## src/rma_pkg.sv

```systemverilog
`timescale 1ns / 1ps

package rma_pkg;

    localparam int N_ENTRIES = 9;
    localparam int CMD_W     = 2;
    localparam int ANGLE_W   = 16;
    localparam int S_TDATA_W = 24;
    localparam int STEP_W    = 5;
    localparam int ATAN_W    = 30;
    localparam int CORDIC_W  = 33;

    localparam logic signed [CORDIC_W-1:0] CORDIC_GAIN = 33'sd652032874;
    localparam logic [1:0] LAST_ROW = 2'd2;

    typedef enum logic [1:0] {
        CMD_IDENTITY = 2'd0,
        CMD_ROT_X    = 2'd1,
        CMD_ROT_Y    = 2'd2,
        CMD_ROT_Z    = 2'd3
    } cmd_code_t;

    typedef enum logic [1:0] {
        MUL_AC,
        MUL_BS,
        MUL_BC,
        MUL_AS
    } mul_sel_t;

    typedef enum logic [1:0] {
        ACC_HOLD,
        ACC_LOAD,
        ACC_ADD,
        ACC_SUB
    } acc_op_t;

    typedef enum logic [3:0] {
        ST_IDLE,
        ST_CORDIC,
        ST_CONV,
        ST_RD_A,
        ST_RD_B,
        ST_MUL_BS,
        ST_MUL_BC,
        ST_MUL_AS,
        ST_ACC_Q,
        ST_WR_Q,
        ST_DONE
    } state_t;

    typedef struct packed {
        logic              accept;
        logic              cordic_step;
        logic [STEP_W-1:0] step_idx;
        logic              conv;
        logic [1:0]        row;
        logic              rd_a;
        logic              rd_b;
        logic              mul_en;
        mul_sel_t          mul_sel;
        acc_op_t           acc_op;
        logic              wr_p;
        logic              wr_q;
        logic              out_load;
    } dp_cmd_t;

    typedef struct packed {
        logic in_identity;
        logic out_free;
    } dp_status_t;

    // atan(2^-i) as a fraction of a half turn, 2^31 = pi
    function automatic logic [ATAN_W-1:0] atan_lut(input logic [STEP_W-1:0] idx);
        logic [ATAN_W-1:0] v;
        case (idx)
            5'd0:    v = 30'd536870912;
            5'd1:    v = 30'd316933406;
            5'd2:    v = 30'd167458907;
            5'd3:    v = 30'd85004756;
            5'd4:    v = 30'd42667331;
            5'd5:    v = 30'd21354465;
            5'd6:    v = 30'd10679838;
            5'd7:    v = 30'd5340245;
            5'd8:    v = 30'd2670163;
            5'd9:    v = 30'd1335087;
            5'd10:   v = 30'd667544;
            5'd11:   v = 30'd333772;
            5'd12:   v = 30'd166886;
            5'd13:   v = 30'd83443;
            5'd14:   v = 30'd41722;
            5'd15:   v = 30'd20861;
            5'd16:   v = 30'd10430;
            5'd17:   v = 30'd5215;
            5'd18:   v = 30'd2608;
            5'd19:   v = 30'd1304;
            5'd20:   v = 30'd652;
            5'd21:   v = 30'd326;
            5'd22:   v = 30'd163;
            5'd23:   v = 30'd81;
            5'd24:   v = 30'd41;
            5'd25:   v = 30'd20;
            5'd26:   v = 30'd10;
            5'd27:   v = 30'd5;
            5'd28:   v = 30'd3;
            5'd29:   v = 30'd1;
            default: v = '0;
        endcase
        return v;
    endfunction

endpackage

```

## src/rma_ctrl.sv

```systemverilog
`timescale 1ns / 1ps

module rma_ctrl #(
    parameter int CORDIC_STEPS = 16
) (
    input  logic                aclk,
    input  logic                aresetn,
    input  logic                s_tvalid,
    output logic                s_tready,
    input  rma_pkg::dp_status_t status,
    output rma_pkg::dp_cmd_t    cmd
);

    localparam logic [rma_pkg::STEP_W-1:0] LAST_STEP = rma_pkg::STEP_W'(CORDIC_STEPS - 1);

    rma_pkg::state_t              state_reg, state_next;
    logic [rma_pkg::STEP_W-1:0]   step_reg, step_next;
    logic [1:0]                   row_reg, row_next;

    always_ff @(posedge aclk) begin
        if (!aresetn) begin
            state_reg <= rma_pkg::ST_IDLE;
            step_reg  <= '0;
            row_reg   <= '0;
        end else begin
            state_reg <= state_next;
            step_reg  <= step_next;
            row_reg   <= row_next;
        end
    end

    always_comb begin
        state_next = state_reg;
        step_next  = step_reg;
        row_next   = row_reg;
        case (state_reg)
            rma_pkg::ST_IDLE: begin
                if (s_tvalid) begin
                    step_next  = '0;
                    row_next   = '0;
                    state_next = status.in_identity ? rma_pkg::ST_DONE : rma_pkg::ST_CORDIC;
                end
            end
            rma_pkg::ST_CORDIC: begin
                step_next = step_reg + 1'b1;
                if (step_reg == LAST_STEP) begin
                    state_next = rma_pkg::ST_CONV;
                end
            end
            rma_pkg::ST_CONV:   state_next = rma_pkg::ST_RD_A;
            rma_pkg::ST_RD_A:   state_next = rma_pkg::ST_RD_B;
            rma_pkg::ST_RD_B:   state_next = rma_pkg::ST_MUL_BS;
            rma_pkg::ST_MUL_BS: state_next = rma_pkg::ST_MUL_BC;
            rma_pkg::ST_MUL_BC: state_next = rma_pkg::ST_MUL_AS;
            rma_pkg::ST_MUL_AS: state_next = rma_pkg::ST_ACC_Q;
            rma_pkg::ST_ACC_Q:  state_next = rma_pkg::ST_WR_Q;
            rma_pkg::ST_WR_Q: begin
                if (row_reg == rma_pkg::LAST_ROW) begin
                    state_next = rma_pkg::ST_DONE;
                end else begin
                    row_next   = row_reg + 1'b1;
                    state_next = rma_pkg::ST_RD_A;
                end
            end
            rma_pkg::ST_DONE: begin
                if (status.out_free) begin
                    state_next = rma_pkg::ST_IDLE;
                end
            end
            default: state_next = rma_pkg::ST_IDLE;
        endcase
    end

    always_comb begin
        cmd          = '0;
        cmd.mul_sel  = rma_pkg::MUL_AC;
        cmd.acc_op   = rma_pkg::ACC_HOLD;
        cmd.step_idx = step_reg;
        cmd.row      = row_reg;
        s_tready     = 1'b0;
        case (state_reg)
            rma_pkg::ST_IDLE: begin
                s_tready   = 1'b1;
                cmd.accept = s_tvalid;
            end
            rma_pkg::ST_CORDIC: cmd.cordic_step = 1'b1;
            rma_pkg::ST_CONV:   cmd.conv = 1'b1;
            rma_pkg::ST_RD_A:   cmd.rd_a = 1'b1;
            rma_pkg::ST_RD_B: begin
                cmd.rd_b    = 1'b1;
                cmd.mul_en  = 1'b1;
                cmd.mul_sel = rma_pkg::MUL_AC;
            end
            rma_pkg::ST_MUL_BS: begin
                cmd.mul_en  = 1'b1;
                cmd.mul_sel = rma_pkg::MUL_BS;
                cmd.acc_op  = rma_pkg::ACC_LOAD;
            end
            rma_pkg::ST_MUL_BC: begin
                cmd.mul_en  = 1'b1;
                cmd.mul_sel = rma_pkg::MUL_BC;
                cmd.acc_op  = rma_pkg::ACC_ADD;
            end
            rma_pkg::ST_MUL_AS: begin
                cmd.mul_en  = 1'b1;
                cmd.mul_sel = rma_pkg::MUL_AS;
                cmd.acc_op  = rma_pkg::ACC_LOAD;
                cmd.wr_p    = 1'b1;
            end
            rma_pkg::ST_ACC_Q:  cmd.acc_op = rma_pkg::ACC_SUB;
            rma_pkg::ST_WR_Q:   cmd.wr_q = 1'b1;
            rma_pkg::ST_DONE:   cmd.out_load = status.out_free;
            default: ;
        endcase
    end

endmodule

```

## src/rma_datapath.sv

```systemverilog
`timescale 1ns / 1ps

module rma_datapath #(
    parameter int FRAC_BITS = 16
) (
    input  logic                                aclk,
    input  logic                                aresetn,
    input  rma_pkg::dp_cmd_t                    cmd,
    output rma_pkg::dp_status_t                 status,
    input  logic [rma_pkg::CMD_W-1:0]           in_command,
    input  logic signed [rma_pkg::ANGLE_W-1:0]  in_angle,
    input  logic                                out_ready,
    output logic                                out_valid,
    output logic signed [FRAC_BITS+1:0]         out_entry [rma_pkg::N_ENTRIES]
);

    localparam int W      = FRAC_BITS + 2;
    localparam int PROD_W = 2 * W;
    localparam int CW     = rma_pkg::CORDIC_W;
    localparam int SH     = 30 - FRAC_BITS;

    localparam logic signed [W-1:0]      ONE_W  = W'(2 ** FRAC_BITS);
    localparam logic signed [CW-1:0]     ONE_CW = CW'(2 ** FRAC_BITS);
    localparam logic signed [PROD_W-1:0] ONE_P  = PROD_W'(2 ** FRAC_BITS);
    localparam logic signed [CW-1:0]     HALF_Q = CW'((2 ** SH) / 2);
    localparam logic signed [PROD_W-1:0] HALF_P = PROD_W'(2 ** (FRAC_BITS - 1));

    function automatic logic [3:0] entry_idx(input logic [1:0] row, input logic [1:0] col);
        return 4'(row) * 4'd3 + 4'(col);
    endfunction

    function automatic logic signed [W-1:0] sat_cw(input logic signed [CW-1:0] v);
        logic signed [W-1:0] r;
        if (v > ONE_CW) begin
            r = ONE_W;
        end else if (v < -ONE_CW) begin
            r = -ONE_W;
        end else begin
            r = v[W-1:0];
        end
        return r;
    endfunction

    function automatic logic signed [W-1:0] sat_p(input logic signed [PROD_W-1:0] v);
        logic signed [W-1:0] r;
        if (v > ONE_P) begin
            r = ONE_W;
        end else if (v < -ONE_P) begin
            r = -ONE_W;
        end else begin
            r = v[W-1:0];
        end
        return r;
    endfunction

    rma_pkg::cmd_code_t        op_reg;
    logic                      flip_reg;
    logic signed [CW-1:0]      x_reg, y_reg, z_reg;
    logic signed [W-1:0]       c_reg, s_reg, a_reg, b_reg;
    logic signed [PROD_W-1:0]  prod_reg, acc_reg;
    logic signed [W-1:0]       mat_reg [rma_pkg::N_ENTRIES];
    logic signed [W-1:0]       out_reg [rma_pkg::N_ENTRIES];
    logic                      out_valid_reg;

    logic [31:0]               phase;
    logic                      flip_in;
    logic signed [CW-1:0]      z_init;
    logic signed [CW-1:0]      dx, dy, at_val;
    logic signed [CW-1:0]      xf, yf, xr, yr;
    logic [1:0]                col_p, col_q;
    logic [3:0]                rd_idx, wr_idx;
    logic signed [W-1:0]       rd_val;
    logic signed [W-1:0]       mul_a, mul_b;
    logic signed [PROD_W-1:0]  mul_full;
    logic signed [PROD_W-1:0]  acc_shift;
    logic signed [W-1:0]       wr_val;
    logic                      load_identity;

    // quadrants 1 and 2 are folded by a half turn, results negated at the end
    assign phase   = {in_angle, 16'b0};
    assign flip_in = phase[31] ^ phase[30];
    assign z_init  = CW'(signed'({phase[31] ^ flip_in, phase[30:0]}));

    assign dx     = y_reg >>> cmd.step_idx;
    assign dy     = x_reg >>> cmd.step_idx;
    assign at_val = CW'(rma_pkg::atan_lut(cmd.step_idx));

    assign xf = flip_reg ? -x_reg : x_reg;
    assign yf = flip_reg ? -y_reg : y_reg;
    assign xr = (xf + HALF_Q) >>> SH;
    assign yr = (yf + HALF_Q) >>> SH;

    always_ff @(posedge aclk) begin
        if (cmd.accept) begin
            op_reg   <= rma_pkg::cmd_code_t'(in_command);
            flip_reg <= flip_in;
            x_reg    <= rma_pkg::CORDIC_GAIN;
            y_reg    <= '0;
            z_reg    <= z_init;
        end else if (cmd.cordic_step) begin
            if (!z_reg[CW-1]) begin
                x_reg <= x_reg - dx;
                y_reg <= y_reg + dy;
                z_reg <= z_reg - at_val;
            end else begin
                x_reg <= x_reg + dx;
                y_reg <= y_reg - dy;
                z_reg <= z_reg + at_val;
            end
        end
        if (cmd.conv) begin
            c_reg <= sat_cw(xr);
            s_reg <= sat_cw(yr);
        end
    end

    always_comb begin
        case (op_reg)
            rma_pkg::CMD_ROT_X: begin
                col_p = 2'd1;
                col_q = 2'd2;
            end
            rma_pkg::CMD_ROT_Y: begin
                col_p = 2'd2;
                col_q = 2'd0;
            end
            rma_pkg::CMD_ROT_Z: begin
                col_p = 2'd0;
                col_q = 2'd1;
            end
            default: begin
                col_p = 2'd0;
                col_q = 2'd1;
            end
        endcase
    end

    assign rd_idx = entry_idx(cmd.row, cmd.rd_a ? col_p : col_q);
    assign wr_idx = entry_idx(cmd.row, cmd.wr_p ? col_p : col_q);
    assign rd_val = mat_reg[rd_idx];

    always_ff @(posedge aclk) begin
        if (cmd.rd_a) begin
            a_reg <= rd_val;
        end
        if (cmd.rd_b) begin
            b_reg <= rd_val;
        end
    end

    always_comb begin
        case (cmd.mul_sel)
            rma_pkg::MUL_AC: begin
                mul_a = a_reg;
                mul_b = c_reg;
            end
            rma_pkg::MUL_BS: begin
                mul_a = b_reg;
                mul_b = s_reg;
            end
            rma_pkg::MUL_BC: begin
                mul_a = b_reg;
                mul_b = c_reg;
            end
            rma_pkg::MUL_AS: begin
                mul_a = a_reg;
                mul_b = s_reg;
            end
            default: begin
                mul_a = a_reg;
                mul_b = c_reg;
            end
        endcase
    end

    assign mul_full = mul_a * mul_b;

    always_ff @(posedge aclk) begin
        if (cmd.mul_en) begin
            prod_reg <= mul_full;
        end
        case (cmd.acc_op)
            rma_pkg::ACC_LOAD: acc_reg <= prod_reg + HALF_P;
            rma_pkg::ACC_ADD:  acc_reg <= acc_reg + prod_reg;
            rma_pkg::ACC_SUB:  acc_reg <= acc_reg - prod_reg;
            default:           acc_reg <= acc_reg;
        endcase
    end

    assign acc_shift     = acc_reg >>> FRAC_BITS;
    assign wr_val        = sat_p(acc_shift);
    assign load_identity = cmd.accept &&
                           (rma_pkg::cmd_code_t'(in_command) == rma_pkg::CMD_IDENTITY);

    always_ff @(posedge aclk) begin
        if (!aresetn || load_identity) begin
            for (int k = 0; k < rma_pkg::N_ENTRIES; k++) begin
                mat_reg[k] <= (k % 4 == 0) ? ONE_W : '0;
            end
        end else if (cmd.wr_p || cmd.wr_q) begin
            mat_reg[wr_idx] <= wr_val;
        end
    end

    always_ff @(posedge aclk) begin
        if (cmd.out_load) begin
            out_reg <= mat_reg;
        end
    end

    always_ff @(posedge aclk) begin
        if (!aresetn) begin
            out_valid_reg <= 1'b0;
        end else if (cmd.out_load) begin
            out_valid_reg <= 1'b1;
        end else if (out_ready) begin
            out_valid_reg <= 1'b0;
        end
    end

    assign out_valid          = out_valid_reg;
    assign out_entry          = out_reg;
    assign status.in_identity = (rma_pkg::cmd_code_t'(in_command) == rma_pkg::CMD_IDENTITY);
    assign status.out_free    = !out_valid_reg || out_ready;

endmodule

```

## src/rotation_matrix_accumulator_unit.sv

```systemverilog
`timescale 1ns / 1ps

// Keeps a 3x3 rotation matrix (FRAC_BITS fraction bits, entries saturated to
// +-1.0) and, for each input transaction, either loads the identity or
// post-multiplies it by a rotation about X, Y or Z; all nine entries are then
// sent as one output transaction. A rotation runs through the accept, one
// CORDIC step per cycle for sine and cosine, a conversion, then for each
// matrix row a pass through a single shared multiplier and accumulator, and
// finally the load of the output register, which waits until that register is
// free; m_tvalid is registered from that load. An identity load goes from the
// accept straight to the output load. The next transaction is accepted the
// cycle after the result is loaded, even while that result waits on m_tready.
// After reset the matrix is the identity.
module rotation_matrix_accumulator_unit #(
    parameter int FRAC_BITS    = 16,
    parameter int CORDIC_STEPS = 16
) (
    input  logic                                        aclk,
    input  logic                                        aresetn,
    input  logic                                        s_tvalid,
    output logic                                        s_tready,
    // [1:0] command, [17:2] angle, [23:18] zero
    input  logic [rma_pkg::S_TDATA_W-1:0]               s_tdata,
    output logic                                        m_tvalid,
    input  logic                                        m_tready,
    // FRAC_BITS+2 bits each from bit 0: m00 m01 m02 m10 m11 m12 m20 m21 m22, zero pad
    output logic [((9 * (FRAC_BITS + 2) + 7) / 8) * 8 - 1:0] m_tdata
);

    localparam int W      = FRAC_BITS + 2;
    localparam int DATA_W = rma_pkg::N_ENTRIES * W;
    localparam int M_W    = ((DATA_W + 7) / 8) * 8;

    rma_pkg::dp_cmd_t    dp_cmd;
    rma_pkg::dp_status_t dp_status;
    logic signed [W-1:0] out_entry [rma_pkg::N_ENTRIES];

    rma_ctrl #(
        .CORDIC_STEPS (CORDIC_STEPS)
    ) u_ctrl (
        .aclk     (aclk),
        .aresetn  (aresetn),
        .s_tvalid (s_tvalid),
        .s_tready (s_tready),
        .status   (dp_status),
        .cmd      (dp_cmd)
    );

    rma_datapath #(
        .FRAC_BITS (FRAC_BITS)
    ) u_datapath (
        .aclk       (aclk),
        .aresetn    (aresetn),
        .cmd        (dp_cmd),
        .status     (dp_status),
        .in_command (s_tdata[rma_pkg::CMD_W-1:0]),
        .in_angle   (signed'(s_tdata[rma_pkg::CMD_W +: rma_pkg::ANGLE_W])),
        .out_ready  (m_tready),
        .out_valid  (m_tvalid),
        .out_entry  (out_entry)
    );

    for (genvar k = 0; k < rma_pkg::N_ENTRIES; k++) begin : g_pack
        assign m_tdata[k*W +: W] = out_entry[k];
    end

    if (M_W > DATA_W) begin : g_pad
        assign m_tdata[M_W-1:DATA_W] = '0;
    end

`ifndef SYNTH
    a_busy_after_accept: assert property (@(posedge aclk) disable iff (!aresetn)
        (s_tvalid && s_tready) |=> !s_tready)
        else $error("input accepted while a transaction is in progress");

    a_load_when_free: assert property (@(posedge aclk) disable iff (!aresetn)
        dp_cmd.out_load |-> dp_status.out_free)
        else $error("output register overwritten before it was taken");

    a_load_sets_valid: assert property (@(posedge aclk) disable iff (!aresetn)
        dp_cmd.out_load |=> m_tvalid)
        else $error("result loaded but not presented");

    a_one_matrix_access: assert property (@(posedge aclk) disable iff (!aresetn)
        $onehot0({dp_cmd.rd_a, dp_cmd.rd_b, dp_cmd.wr_p, dp_cmd.wr_q,
                  dp_cmd.cordic_step, dp_cmd.conv}))
        else $error("conflicting datapath operations in one cycle");
`endif

endmodule

```

## config.mk

```make
export PLATFORM = sky130hd
export DESIGN_NAME = rotation_matrix_accumulator_unit
export DESIGN_NICKNAME = d
export VERILOG_FILES = /design/src/rma_pkg.sv /design/src/rma_ctrl.sv /design/src/rma_datapath.sv /design/src/rotation_matrix_accumulator_unit.sv
export SDC_FILE = /design/constraint.sdc
export NUM_CORES = 2
export LEC_CHECK = 0
export BUFFER_PORTS_ARGS = -buffer_cell sky130_fd_sc_hd__buf_4
export CORE_MARGIN = 8
export CORE_UTILIZATION = 60
export DETAILED_ROUTE_END_ITERATION = 7
export GPL_TIMING_DRIVEN = 0
export PLACE_DENSITY_LB_ADDON = 0.05
export SETUP_SLACK_MARGIN = 0.15
export SYNTH_ARGS = -nofsm -noshare
export SYNTH_HDL_FRONTEND = slang
export SYNTH_SLANG_ARGS = --single-unit
```

## constraint.sdc

```tcl
create_clock -name aclk -period 19.2 [get_ports aclk]
set_input_delay 0 -clock aclk [delete_from_list [all_inputs] [get_ports aclk]]
set_output_delay 0 -clock aclk [all_outputs]
set_load 0.005 [all_outputs]
```

# After elaboration in Yosys (flattened, before gate mapping)
# Memories as Yosys holds them, arrays and structs flattened. A register that Yosys moved wholly into a read port is not among the register bits.
# Cells that the tools add are included.
# W data, S select, Z words.
# op_classes
addsub,17
order_cmp,9
n_bitwise,4
n_eq_ne,24
reduce_logical,25
n_mux,50
shift,2
mul,2
# ops
cell,count
$mux W33,7
$bwmux W162,1
$mux W18,7
$pmux W36 S3,1
$bmux W18 S4,1
$demux W18 S4,1
$pmux W18 S2,2
$add A33 B15 Y33 const B,2
$add A33 B33 Y33,2
$neg A33 Y33,2
$sshr A33 B5 Y33,2
$sub A33 B33 Y33,2
$pmux W4 S11,1
$gt A19 B18 Y1 const B,2
$lt A19 B17 Y1 const B,2
$add A36 B17 Y36 const B,1
$add A36 B36 Y36,1
$mul A18 B18 Y36,1
$sub A36 B36 Y36,1
$add A33 B31 Y33,1
$sub A33 B31 Y33,1
$gt A20 B18 Y1 const B,1
$lt A20 B17 Y1 const B,1
$mux W4,5
34 further kinds,85
# totals
ff_bits,582
out_inout_bits,170
input_bits,28
mem_bits_ro,960
wordCells,170
n_memories,1
# mem_list
memory,words,word_bits,rd,rd_ports_with_merged_regs,write_ports,line,source
(no name shown),32,30,1,1,0,rma_pkg.sv:75,case (idx)

# Depth between registers and ports, before layout
# depth
word_depth,10
mapped_depth,32
ltp_nobuf,28

# Modules after synthesis
# A second synthesis with hierarchy kept.
# hier_totals
hier_cells,5404
hier_area_um2,49904.1
# modules_own_cells
module,n_inst,area_each_um2,cells_per_inst,seq_area_each_um2
rma_datapath,1,49125.9,5302,14694.1
rma_ctrl,1,729.4,95,220.2
rotation_matrix_accumulator_unit,1,48.8,7,0.0

# Worst setup path after synthesis
# Ideal clock, no wire load.
# synth_path
path_kind,reg-to-reg
startpoint,reg u_ctrl.state_reg[1]
endpoint,"reg u_datapath.out_reg (netlist bit u_datapath.out_entry[0]), enable pin"
setup_time_ps,882
n_path_buf,1
arrival_ps,11656
slack_ps,6662
stages_incl_launch_ff,4
synth_period_minus_slack_ps,12538
required_time_ps,18318
path_cell_list,dfxtp_1 -> clkbuf_1 -> nand2b_1 -> nor3_1
# synth_rtl
item,line,source
from (decl),rma_ctrl.sv:16,"rma_pkg::state_t state_reg, state_next;"
from (signal assigned),rma_ctrl.sv:22,state_reg <= rma_pkg::ST_IDLE;
from (signal assigned),rma_ctrl.sv:26,state_reg <= state_next;
to (signal assigned),rma_datapath.sv:207,out_reg <= mat_reg;
to (decl),rma_datapath.sv:62,logic signed [W-1:0] out_reg [rma_pkg::N_ENTRIES];

# Worst setup path after layout
# layout_path
startpoint,reg u_ctrl.state_reg[2]
endpoint,reg u_datapath.prod_reg[34] (data pin)
# layout_via
elab_chain_cells,6
word_cells_on_any_way,16
classes_between,mul (1); eq/ne (7); mux (3); reduce/logical (5)
# layout_rtl
item,line,source
$eq A4 B3 Y1,rma_ctrl.sv:81,case (state_reg)
$pmux W3 S4 (*),rma_ctrl.sv:81,
"$eq A2 B2 Y1, or another cell as far along",rma_datapath.sv:152,case (cmd.mul_sel)
$reduce_or A2 Y1 (no line),n/a,
$pmux W18 S2,rma_datapath.sv:152,
$mul A18 B18 Y36 (*),rma_datapath.sv:176,assign mul_full = mul_a * mul_b;
named net u_datapath.mul_full[34],rma_datapath.sv:74,logic signed [PROD_W-1:0] mul_full;
to (signal assigned),rma_datapath.sv:180,prod_reg <= mul_full;
to (decl),rma_datapath.sv:60,"logic signed [PROD_W-1:0] prod_reg, acc_reg;"
# Mark *: on every way through the listed nets, which the timed path passes. The rest lies on a longest branch.
# A chain may end at the register's enable or synchronous reset.

==> reports/results.ini <==
[sta]
min_period_ps=10430
tightest_slew_ps=1440
max_freq_mhz=95.9
slew_headroom_pct=4.18
clock_skew_ps=50.4
grt_setup_unrepaired=no
setup_viol=0
fin_worst_hold_slack_ps=112
hold_violations=0
period_share_pct=54.3
finalMaxSlewViolations=0
tns_ps=0

[routing]
wl_per_cell_um=26.8
routed_wl_mm=191
firstDrtPassIters=6
vias=46400
drc=0
routed_via_density=6.51
ant_nets=0
drt_iter0_markers=5351

[yosys]
synth_mux_area_share_pct=10.1
synth_xor_area_share_pct=5.63
yosysWarningCount=0
synth_fa_ha_area_share_pct=18.9
synth_cell_types=107
synthCells=5612
async_reset_ff_share_pct=0
synth-seq-cells=612
synth_edf_count=326
synth_top_area_cell=edfxtp_1
yosysSeqAreaShare_pct=29.9
synth_area_leaders=edfxtp_1 (19%), fa_1 (13%), dfxtp_1 (11%), ha_1 (6.0%), mux4_2 (5.3%)
syn-cell-area_um2=52000
synth-compound-area-share_pct=13.8
synthSimpleGateAreaFrac_pct=15.8
synth_top_family_by_area=adder cells
synth_top_area_share_pct=18.8
synth_flop_cell=edfxtp_1
syn_avg_cell_area_um2=9.26

[setup_path]
worstReg2RegStart=u_ctrl.state_reg[2]$_SDFFE_PN0P_
crit_path_end=u_datapath.prod_reg[34]$_DFFE_PN_
cpMostUsedCell=fa_1
worstRegToRegCells=30
end_kind=flip-flop
cp_slowest_cell=mux2i_1
start_kind=flip-flop
r2r_end=u_datapath.prod_reg[34]$_DFFE_PN_
arrival_ps=10790
crit_buf_inv=8
path_depth=30
required_ps=19550
reg2reg_slack_ps=8770
critPathMaxFanout=40
slowest_delay_ps=970
startpoint=u_ctrl.state_reg[2]$_SDFFE_PN0P_
path_class=flip-flop to flip-flop
crit_family=adder cells

[cells_and_area]
fin_util_pct=66.8
final_nets=6529
layout_common_cells=nor2_1 (733), nand2_1 (498), inv_1 (469)
area_growth_pct=10.9
layout_commonest_cell=nor2_1
drive_above_1_share_pct=10.3

[place]
portBuffers=184
dp_hpwl_mm=150
gp_congestion=1.10

[clock_network]
post_cts_resized=0
h-tree-depth=3
root_buffer=clkbuf_16
cts_buffers=70
clkTransAtPathRegs_ps=60
cts_sinks=612
cts_tree=yes
clock_latency_ps=650
cts_setup_buffers=0
cts_buffer_depth=3

[global_route]
grt_usage_pct=39.2
grt_start_max_net_pins=41
grt_remaining_overflow=0
antenna_found_initial=5
grt_pass1_wl_mm=284
grt_pass1_vias=45500

[die]
core_area_um2=86300
dieArea_um2=96300
rows=108
ioPinCount=198
die_h_um=310
die_width_um=310
start_util_pct=60.2

[run]
drv_cap=0

[run_status]
status=finished, final reports clean

[worst_hold_path]
min_path_type=input pin to flip-flop

[synthesized netlist by cell type, types with 22 or more instances]
cell	count
a211oi_1	38
a21o_1	86
a21oi_1	377
a31oi_1	52
and2_1	55
and3_1	38
buf_1	26
buf_2	28
clkbuf_1	220
dfxtp_1	286
edfxtp_1	326
fa_1	335
ha_1	250
inv_1	469
mux2_2	58
mux2i_1	176
mux4_2	123
nand2_1	499
nand2b_1	56
nand3_1	112
nand4_1	35
nor2_1	734
nor2b_1	40
nor3_1	88
nor4_1	29
o211ai_1	25
o21a_1	39
o21ai_0	242
o22ai_1	27
o31ai_1	34
or2_2	22
or3_1	25
xnor2_1	178
xor2_1	154
[tightest hold or removal path, cell delays in order]
cell and delay [ps]:
buf_4 80, nor2b_1 120, a2111oi_0 70, a21oi_1 230
nand2_1 80, a21boi_0 140
[stage by stage]
stage                     cells  setup WS (ps)  area, um2
after floorplan            5617           6660      52000
after global placement     6956           1750      54800
after detailed placement   6978           8910      55100
after CTS                  7127           8870      57600
after global routing       7128           8380      57600
final                      7129           8770      57600
[cells by family (layout without fill, tap and decap cells)]
group	count (synthesis)	count (layout)
simple gates	1814	1814
compound gates	1132	1132
buf+inv	771	1126
flops	612	612
fa+ha+maj	586	586
mux	363	363
xor+xnor	333	333
other cells	1	8
[area by class of cell]
class	instances	area, um2
Sequential cell	612	15500
Buffer	296	1260
Clock buffer	98	2010
Fill cell	6887	28700
Clock inverter	30	328
Multi-Input combinational cell	4234	33400
Tap cell	1155	1450
Inverter	475	1780
Antenna cell	2	5.00
Timing Repair Buffer	227	1840
[per-layer routing]
layer  part of all wire, %  global-route usage (%)  wire length, um  up-vias
met5                0.0068                       0               13        -
met4                   6.9                    22.4            13200        2
met3                    10                    8.24            19200      620
met2                    46                    63.1            87800     2847
met1                    37                    49.0            71100    22800
li1                      -                       -                -    20200
[how the worst min path moves through the flow]
| stage | endpoint | from | slack (ps) | cells past startpoint |
|---|---|---|---|---|
| after floorplan | u_datapath.op_reg[0]$_DFFE_PP_ | s_tdata[0] | 100 | 0 |
| after global placement | u_datapath.op_reg[1]$_DFFE_PP_ | s_tdata[1] | 240 | 1 |
| after detailed placement | u_datapath.op_reg[1]$_DFFE_PP_ | s_tdata[1] | 240 | 1 |
| after CTS | u_ctrl.state_reg[3]$_SDFFE_PN0P_ | s_tvalid | 90 | 6 |
| after global routing | u_datapath.z_reg[30]$_DFFE_PP_ | s_tvalid | 180 | 5 |
| final | u_ctrl.state_reg[3]$_SDFFE_PN0P_ | s_tvalid | 110 | 6 |
[what timing repair did]
| action | CTS | global route |
|---|---|---|
| hold endpoints to repair | 25 | 0 |
| endpoints found under the setup margin | 0 | 0 |
| hold buffers | 21 | 0 |
Power is left out: the tool's default activity adds up to more than one toggle a clock period on the data nets, which glitch-free logic cannot reach.
